## config.mk

```make
export PLATFORM = sky130hd
export DESIGN_NAME = quad_element_jacobian_flat
export DESIGN_NICKNAME = d
export VERILOG_FILES = /design/src/hdl/qej_pkg.sv /design/src/hdl/qej_chan_if.sv /design/src/hdl/quad_element_jacobian.sv /design/src/hdl/qej_mul.sv /design/src/hdl/qej_div.sv /design/src/flat_wrapper.sv
export SDC_FILE = /design/constraint.sdc
export NUM_CORES = 2
export LEC_CHECK = 0
export BUFFER_PORTS_ARGS = -buffer_cell sky130_fd_sc_hd__buf_2
export CAP_MARGIN = 30
export CORE_MARGIN = 4
export CORE_UTILIZATION = 50
export DETAILED_ROUTE_END_ITERATION = 8
export PLACE_DENSITY = 0.72
export RECOVER_POWER = 25
export SYNTH_ARGS = -nofsm -noshare
export SYNTH_HDL_FRONTEND = slang
export SYNTH_HIERARCHICAL = 1
export SYNTH_SLANG_ARGS = --single-unit
```

## constraint.sdc

```tcl
create_clock -name i_clk -period 10.8 [get_ports i_clk]
set_clock_uncertainty 0.2 [all_clocks]
set_input_delay 1.62 -clock i_clk [delete_from_list [all_inputs] [get_ports i_clk]]
set_output_delay 1.62 -clock i_clk [all_outputs]
set_load 0.05 [all_outputs]
```

## src/hdl/qej_pkg.sv

```systemverilog
// Package for the quad element Jacobian block: widths, payload structures,
// state machine types and the 32-bit saturation function.
// No dependencies; compile first.
`default_nettype none

package qej_pkg;

    localparam int NODES_DEF = 4;

    localparam int PT_W    = 4;   // integration point number
    localparam int NODE_W  = 3;   // node number on the output
    localparam int C_W     = 32;  // Q16.16 coordinates and results
    localparam int D_W     = 16;  // Q2.14 shape derivatives
    localparam int ACC_W   = 48;  // Jacobian sums
    localparam int PROD_W  = 64;  // shared multiplier product
    localparam int FRAC_SH = 14;  // product to sum alignment
    localparam int DET_SH  = 16;  // determinant scaling
    localparam int NUM_W   = 51;  // quotient numerator
    localparam int DEN_W   = 48;  // determinant
    localparam int QMAG_W  = 33;  // quotient magnitude bits before saturation
    localparam int STEP_W  = $clog2(QMAG_W);
    localparam int NSUM    = 4;

    // Jacobian entry selects, also the order of the sums.
    localparam logic [1:0] SEL_XK = 2'd0;
    localparam logic [1:0] SEL_YK = 2'd1;
    localparam logic [1:0] SEL_XE = 2'd2;
    localparam logic [1:0] SEL_YE = 2'd3;

    typedef struct packed {
        logic [PT_W-1:0]       point_index;
        logic signed [C_W-1:0] coord_x;
        logic signed [C_W-1:0] coord_y;
        logic signed [D_W-1:0] dn_dksi;
        logic signed [D_W-1:0] dn_deta;
    } t_in_item;

    typedef struct packed {
        logic [PT_W-1:0]       point_out;
        logic [NODE_W-1:0]     node_out;
        logic signed [C_W-1:0] dn_dx;
        logic signed [C_W-1:0] dn_dy;
        logic signed [C_W-1:0] jac_xk;
        logic signed [C_W-1:0] jac_yk;
        logic signed [C_W-1:0] jac_xe;
        logic signed [C_W-1:0] jac_ye;
        logic signed [C_W-1:0] det_value;
        logic                  singular;
        logic                  last_node;
    } t_out_item;

    typedef enum logic [4:0] {
        S_IDLE,
        S_MUL,
        S_ADD,
        S_SAT,
        S_DET1,
        S_DET2,
        S_DET3,
        S_DET4,
        S_DET5,
        S_N1,
        S_N2,
        S_N3,
        S_N4,
        S_N5,
        S_N6,
        S_WX,
        S_DY,
        S_WY,
        S_OUT
    } t_state;

    typedef enum logic [1:0] {
        DIV_IDLE,
        DIV_RUN,
        DIV_FIN
    } t_div_state;

    // Saturate a 48-bit signed value to 32 bits.
    function automatic logic signed [C_W-1:0] sat32(input logic signed [ACC_W-1:0] v);
        logic signed [C_W-1:0] res;
        if (v[ACC_W-1:C_W-1] == {(ACC_W-C_W+1){v[ACC_W-1]}}) begin
            res = v[C_W-1:0];
        end else begin
            res = {v[ACC_W-1], {(C_W-1){~v[ACC_W-1]}}};
        end
        return res;
    endfunction

endpackage

`default_nettype wire

```

## src/hdl/qej_chan_if.sv

```systemverilog
// Valid/ready channel carrying one payload structure per transfer.
// The payload type is given by the instantiating level (see qej_pkg).
`default_nettype none

interface qej_chan_if #(
    parameter type t_payload = logic
) ();

    logic     valid;
    logic     ready;
    t_payload payload;

    modport source (output valid, output payload, input ready);
    modport sink   (input valid, input payload, output ready);

endinterface

`default_nettype wire

```

## src/hdl/quad_element_jacobian.sv

```systemverilog
// Top level of the quad element Jacobian block: sequencer and datapath around
// the shared multiplier and the bit-serial divider.
// Depends on qej_pkg, qej_chan_if, qej_mul and qej_div.
//
//  Channel  Direction  Transfer moves
//  -------  ---------  -------------------------------------------------------
//  i_in     in         one node: point number, x, y, dN/dksi, dN/deta
//  o_out    out        one node result: dN/dx, dN/dy, Jacobian, determinant
//
// A node other than the last takes the transfer and four
// multiply/accumulate pairs through the shared multiplier.
// The last node adds saturation and the determinant; each result then spends
// almost all of its time in two 33-step divisions in the
// bit-serial divider; a singular element skips the divisions.
// The input is not ready from a transfer until the run is done or the node
// stored; a stalled output simply holds the sequencer in its output state.
// Reset is synchronous and active low; it clears the sums, the node count and
// the sequencers.
`default_nettype none

module quad_element_jacobian #(
    parameter int NODES = qej_pkg::NODES_DEF
) (
    input  wire logic  i_clk,
    input  wire logic  i_rst_n,
    qej_chan_if.sink   i_in,
    qej_chan_if.source o_out
);
    import qej_pkg::*;

    localparam int CNT_W = $clog2(NODES);

    t_state r_state, n_state;

    // Control state
    logic [CNT_W-1:0]         r_cnt;
    logic [CNT_W-1:0]         r_k;
    logic [1:0]               r_sel;
    logic signed [ACC_W-1:0]  r_sum [NSUM];
    logic [PT_W-1:0]          r_point;

    // Datapath registers
    logic signed [C_W-1:0]    r_x;
    logic signed [C_W-1:0]    r_y;
    logic signed [D_W-1:0]    r_dk;
    logic signed [D_W-1:0]    r_de;
    logic [2*D_W-1:0]         r_deriv [NODES];
    logic signed [C_W-1:0]    r_j [NSUM];
    logic signed [PROD_W-1:0] r_p1;
    logic signed [DEN_W-1:0]  r_det;
    logic signed [C_W-1:0]    r_dsat;
    logic signed [PROD_W-1:0] r_pa;
    logic signed [NUM_W-1:0]  r_num;
    logic signed [C_W-1:0]    r_gx;
    logic signed [C_W-1:0]    r_gy;

    logic                     w_in_xfer;
    logic                     w_out_xfer;
    logic                     w_last_k;
    logic                     w_singular;
    logic signed [C_W-1:0]    w_dk_ext;
    logic signed [C_W-1:0]    w_de_ext;
    logic signed [C_W-1:0]    w_sk_ext;
    logic signed [C_W-1:0]    w_se_ext;
    logic signed [C_W-1:0]    w_mul_a;
    logic signed [C_W-1:0]    w_mul_b;
    logic signed [PROD_W-1:0] w_prod;
    logic signed [NUM_W-1:0]  w_diff;
    logic signed [PROD_W-1:0] w_dadj;
    logic                     w_div_start;
    logic                     w_div_done;
    logic signed [C_W-1:0]    w_div_quot;

    assign w_in_xfer  = i_in.valid && i_in.ready;
    assign w_out_xfer = o_out.valid && o_out.ready;
    assign w_last_k   = (r_k == CNT_W'(NODES-1));
    assign w_singular = (r_det == '0);

    // Sign-extended derivatives: the current input, and the stored pair of
    // the node whose result is being formed.
    assign w_dk_ext = {{(C_W-D_W){r_dk[D_W-1]}}, r_dk};
    assign w_de_ext = {{(C_W-D_W){r_de[D_W-1]}}, r_de};
    assign w_sk_ext = {{(C_W-D_W){r_deriv[r_k][2*D_W-1]}}, r_deriv[r_k][2*D_W-1:D_W]};
    assign w_se_ext = {{(C_W-D_W){r_deriv[r_k][D_W-1]}}, r_deriv[r_k][D_W-1:0]};

    // Numerator of a quotient: four times the difference of two products.
    // Both products fit 48 bits, so the low bits carry the exact difference.
    assign w_diff = r_pa[NUM_W-1:0] - w_prod[NUM_W-1:0];

    // Determinant truncated toward zero: negative values are biased up by
    // one less than the divisor before the arithmetic shift.
    assign w_dadj = r_p1 + {{(PROD_W-DET_SH){1'b0}}, {DET_SH{r_p1[PROD_W-1]}}};

    qej_mul u_mul (
        .i_clk  (i_clk),
        .i_a    (w_mul_a),
        .i_b    (w_mul_b),
        .o_prod (w_prod)
    );

    qej_div u_div (
        .i_clk   (i_clk),
        .i_rst_n (i_rst_n),
        .i_start (w_div_start),
        .i_num   (r_num),
        .i_den   (r_det),
        .o_done  (w_div_done),
        .o_quot  (w_div_quot)
    );

    always_ff @(posedge i_clk) begin
        if (!i_rst_n) begin
            r_state <= S_IDLE;
        end else begin
            r_state <= n_state;
        end
    end

    // Sequencer: next state, handshakes and the multiplier operands.
    always_comb begin
        n_state     = r_state;
        i_in.ready  = 1'b0;
        o_out.valid = 1'b0;
        w_div_start = 1'b0;
        w_mul_a     = '0;
        w_mul_b     = '0;
        unique case (r_state)
            S_IDLE: begin
                i_in.ready = 1'b1;
                if (i_in.valid) begin
                    n_state = S_MUL;
                end
            end
            S_MUL: begin
                n_state = S_ADD;
                case (r_sel)
                    SEL_XK: begin
                        w_mul_a = w_dk_ext;
                        w_mul_b = r_x;
                    end
                    SEL_YK: begin
                        w_mul_a = w_dk_ext;
                        w_mul_b = r_y;
                    end
                    SEL_XE: begin
                        w_mul_a = w_de_ext;
                        w_mul_b = r_x;
                    end
                    default: begin
                        w_mul_a = w_de_ext;
                        w_mul_b = r_y;
                    end
                endcase
            end
            S_ADD: begin
                if (r_sel != SEL_YE) begin
                    n_state = S_MUL;
                end else if (r_cnt == CNT_W'(NODES-1)) begin
                    n_state = S_SAT;
                end else begin
                    n_state = S_IDLE;
                end
            end
            S_SAT: n_state = S_DET1;
            S_DET1: begin
                w_mul_a = r_j[SEL_XK];
                w_mul_b = r_j[SEL_YE];
                n_state = S_DET2;
            end
            S_DET2: begin
                w_mul_a = r_j[SEL_YK];
                w_mul_b = r_j[SEL_XE];
                n_state = S_DET3;
            end
            S_DET3: n_state = S_DET4;
            S_DET4: n_state = S_DET5;
            S_DET5: n_state = S_N1;
            S_N1: begin
                w_mul_a = r_j[SEL_YE];
                w_mul_b = w_sk_ext;
                n_state = w_singular ? S_OUT : S_N2;
            end
            S_N2: begin
                w_mul_a = r_j[SEL_YK];
                w_mul_b = w_se_ext;
                n_state = S_N3;
            end
            S_N3: n_state = S_N4;
            S_N4: begin
                w_div_start = 1'b1;
                w_mul_a     = r_j[SEL_XK];
                w_mul_b     = w_se_ext;
                n_state     = S_N5;
            end
            S_N5: begin
                w_mul_a = r_j[SEL_XE];
                w_mul_b = w_sk_ext;
                n_state = S_N6;
            end
            S_N6: n_state = S_WX;
            S_WX: begin
                if (w_div_done) begin
                    n_state = S_DY;
                end
            end
            S_DY: begin
                w_div_start = 1'b1;
                n_state     = S_WY;
            end
            S_WY: begin
                if (w_div_done) begin
                    n_state = S_OUT;
                end
            end
            S_OUT: begin
                o_out.valid = 1'b1;
                if (o_out.ready) begin
                    n_state = w_last_k ? S_IDLE : S_N1;
                end
            end
            default: n_state = S_IDLE;
        endcase
    end

    // Control registers: node count, result index, sums and the point number.
    always_ff @(posedge i_clk) begin
        if (!i_rst_n) begin
            r_cnt   <= '0;
            r_k     <= '0;
            r_sel   <= SEL_XK;
            r_point <= '0;
            for (int i = 0; i < NSUM; i++) begin
                r_sum[i] <= '0;
            end
        end else begin
            if (w_in_xfer) begin
                r_sel <= SEL_XK;
                if (r_cnt == '0) begin
                    r_point <= i_in.payload.point_index;
                end
            end
            if (r_state == S_ADD) begin
                // Floor shift of the product by 14, wrapped to 48 bits.
                r_sum[r_sel] <= r_sum[r_sel] + w_prod[ACC_W+FRAC_SH-1:FRAC_SH];
                r_sel        <= r_sel + 1'b1;
                if (r_sel == SEL_YE && r_cnt != CNT_W'(NODES-1)) begin
                    r_cnt <= r_cnt + 1'b1;
                end
            end
            if (r_state == S_SAT) begin
                r_k <= '0;
            end
            if (w_out_xfer) begin
                if (w_last_k) begin
                    r_cnt <= '0;
                    for (int i = 0; i < NSUM; i++) begin
                        r_sum[i] <= '0;
                    end
                end else begin
                    r_k <= r_k + 1'b1;
                end
            end
        end
    end

    // Datapath registers.
    always_ff @(posedge i_clk) begin
        if (w_in_xfer) begin
            r_x            <= i_in.payload.coord_x;
            r_y            <= i_in.payload.coord_y;
            r_dk           <= i_in.payload.dn_dksi;
            r_de           <= i_in.payload.dn_deta;
            r_deriv[r_cnt] <= {i_in.payload.dn_dksi, i_in.payload.dn_deta};
        end
        case (r_state)
            S_SAT: begin
                for (int i = 0; i < NSUM; i++) begin
                    r_j[i] <= sat32(r_sum[i]);
                end
            end
            S_DET2: r_p1 <= w_prod;
            S_DET3: r_p1 <= r_p1 - w_prod;
            S_DET4: r_det <= w_dadj[PROD_W-1:DET_SH];
            S_DET5: r_dsat <= sat32(r_det);
            S_N1: begin
                // A zero determinant leaves both derivatives at zero.
                if (w_singular) begin
                    r_gx <= '0;
                    r_gy <= '0;
                end
            end
            S_N2, S_N5: r_pa <= w_prod;
            S_N3, S_N6: r_num <= {w_diff[NUM_W-3:0], 2'b00};
            S_WX: begin
                if (w_div_done) begin
                    r_gx <= w_div_quot;
                end
            end
            S_WY: begin
                if (w_div_done) begin
                    r_gy <= w_div_quot;
                end
            end
            default: ;
        endcase
    end

    always_comb begin
        o_out.payload.point_out = r_point;
        o_out.payload.node_out  = NODE_W'(r_k);
        o_out.payload.dn_dx     = r_gx;
        o_out.payload.dn_dy     = r_gy;
        o_out.payload.jac_xk    = r_j[SEL_XK];
        o_out.payload.jac_yk    = r_j[SEL_YK];
        o_out.payload.jac_xe    = r_j[SEL_XE];
        o_out.payload.jac_ye    = r_j[SEL_YE];
        o_out.payload.det_value = r_dsat;
        o_out.payload.singular  = w_singular;
        o_out.payload.last_node = w_last_k;
    end

    // The block never takes a node while a result is on offer.
    a_no_overlap: assert property (@(posedge i_clk) disable iff (!i_rst_n)
        !(i_in.ready && o_out.valid))
        else $error("input ready while a result is offered");

    // After a node transfer the block is busy with its products.
    a_busy_after_in: assert property (@(posedge i_clk) disable iff (!i_rst_n)
        w_in_xfer |=> !i_in.ready)
        else $error("input ready straight after a node transfer");

    // The final result of a run leaves the block cleared and ready.
    a_run_clears: assert property (@(posedge i_clk) disable iff (!i_rst_n)
        w_out_xfer && o_out.payload.last_node |=>
            i_in.ready && r_cnt == '0 && r_sum[0] == '0 && r_sum[3] == '0)
        else $error("run did not clear after its last result");

    // A singular element reports zero derivatives.
    a_singular_zero: assert property (@(posedge i_clk) disable iff (!i_rst_n)
        o_out.valid && o_out.payload.singular |->
            o_out.payload.dn_dx == '0 && o_out.payload.dn_dy == '0)
        else $error("non-zero derivative on a singular element");

    // A division finishes only while the sequencer waits for it.
    a_div_expected: assert property (@(posedge i_clk) disable iff (!i_rst_n)
        w_div_done |-> (r_state == S_WX || r_state == S_WY))
        else $error("division finished outside a wait state");

endmodule

`default_nettype wire

```

## src/hdl/qej_mul.sv

```systemverilog
// Shared signed 32 x 32 multiplier with a registered 64-bit product.
// Depends on qej_pkg for widths.
`default_nettype none

module qej_mul (
    input  wire logic                               i_clk,
    input  wire logic signed [qej_pkg::C_W-1:0]     i_a,
    input  wire logic signed [qej_pkg::C_W-1:0]     i_b,
    output      logic signed [qej_pkg::PROD_W-1:0]  o_prod
);
    import qej_pkg::*;

    logic signed [PROD_W-1:0] r_prod;

    // Both operands are signed, so they are sign extended to the product width.
    always_ff @(posedge i_clk) begin
        r_prod <= i_a * i_b;
    end

    assign o_prod = r_prod;

endmodule

`default_nettype wire

```

## src/hdl/qej_div.sv

```systemverilog
// Bit-serial signed divider: one quotient bit per cycle, truncation toward
// zero, result saturated to 32 bits. Depends on qej_pkg.
`default_nettype none

module qej_div (
    input  wire logic                              i_clk,
    input  wire logic                              i_rst_n,
    input  wire logic                              i_start,
    input  wire logic signed [qej_pkg::NUM_W-1:0]  i_num,
    input  wire logic signed [qej_pkg::DEN_W-1:0]  i_den,
    output      logic                              o_done,
    output      logic signed [qej_pkg::C_W-1:0]    o_quot
);
    import qej_pkg::*;

    t_div_state r_state, n_state;

    logic [DEN_W-1:0]  r_den;
    logic [DEN_W-1:0]  r_rem;
    logic [QMAG_W-1:0] r_quo;
    logic              r_neg;
    logic              r_ovf;
    logic [STEP_W-1:0] r_step;

    logic [NUM_W-1:0]  w_num_mag;
    logic [DEN_W-1:0]  w_den_mag;
    logic              w_ovf;
    logic [DEN_W+1:0]  w_trial;
    logic              w_fits;
    logic              w_pos_big;
    logic              w_neg_big;

    assign w_num_mag = i_num[NUM_W-1] ? -i_num : i_num;
    assign w_den_mag = i_den[DEN_W-1] ? -i_den : i_den;
    // The quotient needs more than QMAG_W bits exactly when the numerator's
    // upper part already reaches the divisor.
    assign w_ovf     = DEN_W'(w_num_mag[NUM_W-1:QMAG_W]) >= w_den_mag;

    assign w_trial = {1'b0, r_rem, r_quo[QMAG_W-1]} - {2'b00, r_den};
    assign w_fits  = !w_trial[DEN_W+1];

    always_ff @(posedge i_clk) begin
        if (!i_rst_n) begin
            r_state <= DIV_IDLE;
        end else begin
            r_state <= n_state;
        end
    end

    always_comb begin
        n_state = r_state;
        o_done  = 1'b0;
        unique case (r_state)
            DIV_IDLE: begin
                if (i_start) begin
                    n_state = DIV_RUN;
                end
            end
            DIV_RUN: begin
                if (r_step == STEP_W'(QMAG_W-1)) begin
                    n_state = DIV_FIN;
                end
            end
            DIV_FIN: begin
                o_done  = 1'b1;
                n_state = DIV_IDLE;
            end
            default: n_state = DIV_IDLE;
        endcase
    end

    always_ff @(posedge i_clk) begin
        if (!i_rst_n) begin
            r_step <= '0;
        end else if (r_state == DIV_IDLE && i_start) begin
            r_rem  <= DEN_W'(w_num_mag[NUM_W-1:QMAG_W]);
            r_quo  <= w_num_mag[QMAG_W-1:0];
            r_den  <= w_den_mag;
            r_neg  <= i_num[NUM_W-1] ^ i_den[DEN_W-1];
            r_ovf  <= w_ovf;
            r_step <= '0;
        end else if (r_state == DIV_RUN) begin
            r_rem  <= w_fits ? w_trial[DEN_W-1:0] : {r_rem[DEN_W-2:0], r_quo[QMAG_W-1]};
            r_quo  <= {r_quo[QMAG_W-2:0], w_fits};
            r_step <= r_step + 1'b1;
        end
    end

    assign w_pos_big = r_ovf || (r_quo[QMAG_W-1:C_W-1] != '0);
    assign w_neg_big = r_ovf || r_quo[QMAG_W-1] || (r_quo[C_W-1] && (r_quo[C_W-2:0] != '0));

    always_comb begin
        if (r_neg) begin
            o_quot = w_neg_big ? {1'b1, {(C_W-1){1'b0}}} : -r_quo[C_W-1:0];
        end else begin
            o_quot = w_pos_big ? {1'b0, {(C_W-1){1'b1}}} : r_quo[C_W-1:0];
        end
    end

endmodule

`default_nettype wire

```

## src/flat_wrapper.sv

```systemverilog
// flat-port wrapper written by rule: the top's interface ports become plain ports
module quad_element_jacobian_flat import qej_pkg::*;
#(
    parameter int NODES = qej_pkg::NODES_DEF
)
  (i_clk, i_rst_n, i_in_valid, i_in_payload, i_in_ready, o_out_valid, o_out_payload, o_out_ready);
  qej_chan_if #(.t_payload(t_in_item)) i_in_i ();
  qej_chan_if #(.t_payload(t_out_item)) o_out_i ();
  input  wire logic i_clk;
  input  wire logic i_rst_n;
  input wire logic [$bits(i_in_i.valid)-1:0] i_in_valid;
  input wire logic [$bits(i_in_i.payload)-1:0] i_in_payload;
  output wire logic [$bits(i_in_i.ready)-1:0] i_in_ready;
  output wire logic [$bits(o_out_i.valid)-1:0] o_out_valid;
  output wire logic [$bits(o_out_i.payload)-1:0] o_out_payload;
  input wire logic [$bits(o_out_i.ready)-1:0] o_out_ready;
  assign i_in_i.valid = i_in_valid;
  assign i_in_i.payload = i_in_payload;
  assign i_in_ready = i_in_i.ready;
  assign o_out_valid = o_out_i.valid;
  assign o_out_payload = o_out_i.payload;
  assign o_out_i.ready = o_out_ready;
  quad_element_jacobian #(.NODES(NODES)) u_core (.i_clk(i_clk), .i_rst_n(i_rst_n), .i_in(i_in_i), .o_out(o_out_i));
endmodule
```

==> run metrics <==
status=complete, but fails checks; violated checks=max-capacitance violations, max-slew violations; detailed-placement wirelength estimate=224000 um; clk_lat worst skew=850 ps; Max VDD drop=167 uV; CTS H-Tree Depth=3; hold path depth=2; Layout Nets=11.1k; worst-case reg-to-reg path depth=35; Hold Violations, Final=0; # rows=159; RSZ-0062 raised after global routing=no; largest net degree at the start of global routing=80; Synth area leader=edfxtp_1; Pint=9.63 mW; synthesized instance count=9263; initial DRC count=6617; cts hold-fix bufs=0; via count=71.0k; Die W=443 um; setup TNS=0 ps; Worst path max stage delay=750 ps; area delta synth->final=9.30%; # fillers=16.2k; most common cell in the synthesized netlist=inv_1; CP startpoint=u_core/r_sel[0]; Leak=44.8 nW; height of the die=443 um; Required @ worst endpoint=11250 ps; Hold EP=u_core/r_point[2]; Setup crit end kind=register; syn avg cell area=10.2 sq um; Clk pwr share=25.4%; PortBufs=337; vias in the first global route=73.4k; Initial Util=50.4%; mapped cell area=94800 sq um; setup slack on the worst flop-to-flop path=420 ps; drt wl/cell=23.8 um; Sw Ratio=40.4%; Sequential Area=31300 sq um; final instance area=104000 sq um; flops & latches, synth=1070; register area share after synthesis=33.0%; CP max stage cell=a21o_1; worst hold path startpoint=u_core/r_point[2]; first-pass GRT wire length=439000 um; DRC Markers=0; num ports=339; critical path type=reg2reg; Synth Flop Type=edfxtp_1; Period Utilization, post-route=96.1%; fmax=0.0963 GHz; First-pass DRT Iterations=8; Post-synth EDFFs=981; Worst-Margin Slew=3550 ps; Netlist cell types=114; Max FO, Critical Path=15; Area contributors post-synth=edfxtp_1 31%, fa_1 23%, ha_1 5.8%; R2R Path Start=u_core/r_sel[0]; initial antenna violation count=23; TritonCTS Buffers=112; share of the synthesized area in the top cell type=31.1%; Critical Path Source Type=register; CTS tree=built; footprint of the multi-input gates=56600 sq um; Max-Cap Viols=18; maximum buffer depth of the clock tree=3; count of final max-slew check failures=748; global placer's final weighted congestion=0.962; relative slew slack=-137%; Comb power frac=42.0%; Tmin final=10380 ps; CTS Sinks=1070; # setup viols final=0; Power Density=156 nW/um^2; Worst R2R End=u_core/u_mul/o_prod[63]; Clock transition at path regs=70 ps; Synth top cells by count=1424 x inv_1, 1086 x fa_1, 993 x nand2_1; Data arrival, critical path=10830 ps; fraction of layout cells with a size suffix above 1=8.99%; final WL=286000 um; grt ovf=0; via-per-instance ratio=5.90; Yosys Warn Count=6; sequential power share=32.6%; CTS root buf=clkbuf_16; core area=188000 sq um; total die area=197000 sq um; post-route antenna net violation count=0; Hold WC Path Type=reg2reg; sw power=6.54 mW; placed cell areas=99800 sq um; asr flop ratio synth=0%; Total GRT Usage=28.9%
[worst max-delay path by stage]
stage	end	slack (ps)
2_1_floorplan	u_core/u_mul/o_prod[63]	520
3_3_place_gp	u_core/u_mul/o_prod[63]	550
3_5_place_dp	u_core/u_mul/o_prod[63]	500
4_1_cts	u_core/u_mul/o_prod[63]	380
5_1_grt	u_core/u_mul/o_prod[56]	60
6_report	u_core/u_mul/o_prod[63]	420
[metal layers]
layer	GRT usage, %	routed length [um]	vias to the layer above
met1	38.5	113000	35500
met2	45.9	130000	3678
met5	0	54	-
li1	-	-	31100
met4	12.5	14500	8
met3	6.00	27700	751
[flip-flops by register name (all words and copies together) (netlist names), 33 cells and up, named ones only]
name	flops
u_core/u_div/r_quo	33
u_core/u_div/r_rem	48
u_core/u_mul/o_prod	64
u_core/u_div/r_den	48
u_core/r_deriv	128
u_core/r_num	49
u_core/r_pa	49
u_core/r_p1	64
u_core/r_det	48
u_core/r_j	128
u_core/r_sum	192
[metrics by stage]
step                      cells  setup slack [ps]  util [%]  total power, mW  hold WS (ps)
after floorplan            9271               521         -             9.82           208
after global placement    11800               554      53.0             11.9           243
after detailed placement  11800               496      53.0             12.0           252
after CTS                 12000               381      55.1             16.2           261
after global routing      12000              57.9      55.0             17.1           289
final                     12000               421      55.0             16.2           262
[critical path, delay by kind of cell (launching register included)]
| family | cells | cell delay, ps |
|---|---|---|
| DFF | 1 | 370 |
| and+or+nand+nor | 6 | 1300 |
| muxes | 1 | 250 |
| adders and majority gates | 10 | 4790 |
| AOI/OAI and AO/OA | 7 | 2110 |
| xor gates and xnor gates | 1 | 130 |
| buffers and inverters | 10 | 980 |
[layout make-up]
cell class	instances	share of cell area [%]
diodes	3	0.00725
multi-input cells	6319	54.7
clock buffers	137	2.87
repair buffers	509	3.20
well taps	2495	3.01
inverters	1425	5.17
flip-flops and latches	1070	30.2
clock inverters	73	0.912
[power by group through the flow]
stage               combinational (mW)  clock (mW)  sequential [mW]
floorplan                         4.79           0             5.03
global placement                  6.59           0             5.33
detailed placement                6.67           0             5.33
CTS                               6.75        4.19             5.24
global route                      7.50        4.37             5.26
finish                            6.80        4.11             5.27
[cells in the final DEF (no fill, tap or decap), types with 35 or more instances in the layout]
cell / n
ha_1: 438
o21bai_1: 56
nand4_1: 95
a22oi_1: 35
nand2b_1: 42
buf_2: 302
nor2_1: 481
mux4_2: 80
fa_1: 1086
clkbuf_16: 113
o21a_1: 40
inv_1: 1422
xor2_1: 156
and2_1: 602
nor2b_1: 50
xnor2_1: 240
a21oi_1: 360
o31ai_1: 40
buf_4: 118
a21o_1: 204
dfxtp_1: 83
mux2i_1: 91
and3_1: 35
or3_1: 38
nor4_1: 51
nand2_1: 989
nor3_1: 95
clkbuf_1: 72
edfxtp_1: 981
nand3_1: 99
o211ai_1: 55
o21ai_0: 419
[cell families after synthesis]
family	synth area share [%]
other	0.00396
buffers and inverters	7.63
AND/OR/NAND/NOR	13.8
adder cells (fa/ha/maj)	28.7
AO/OA/AOI/OAI	10.3
XOR/XNOR	3.66
multiplexers	2.90
flip-flops	33.0
[timing repair]
| item | CTS | global route |
|---|---|---|
| setup endpoints to repair | 0 | 6 |
| gates resized for setup | 0 | 3 |
| buffers inserted | 0 | 2 |
(Power assumes the default switching activity.)
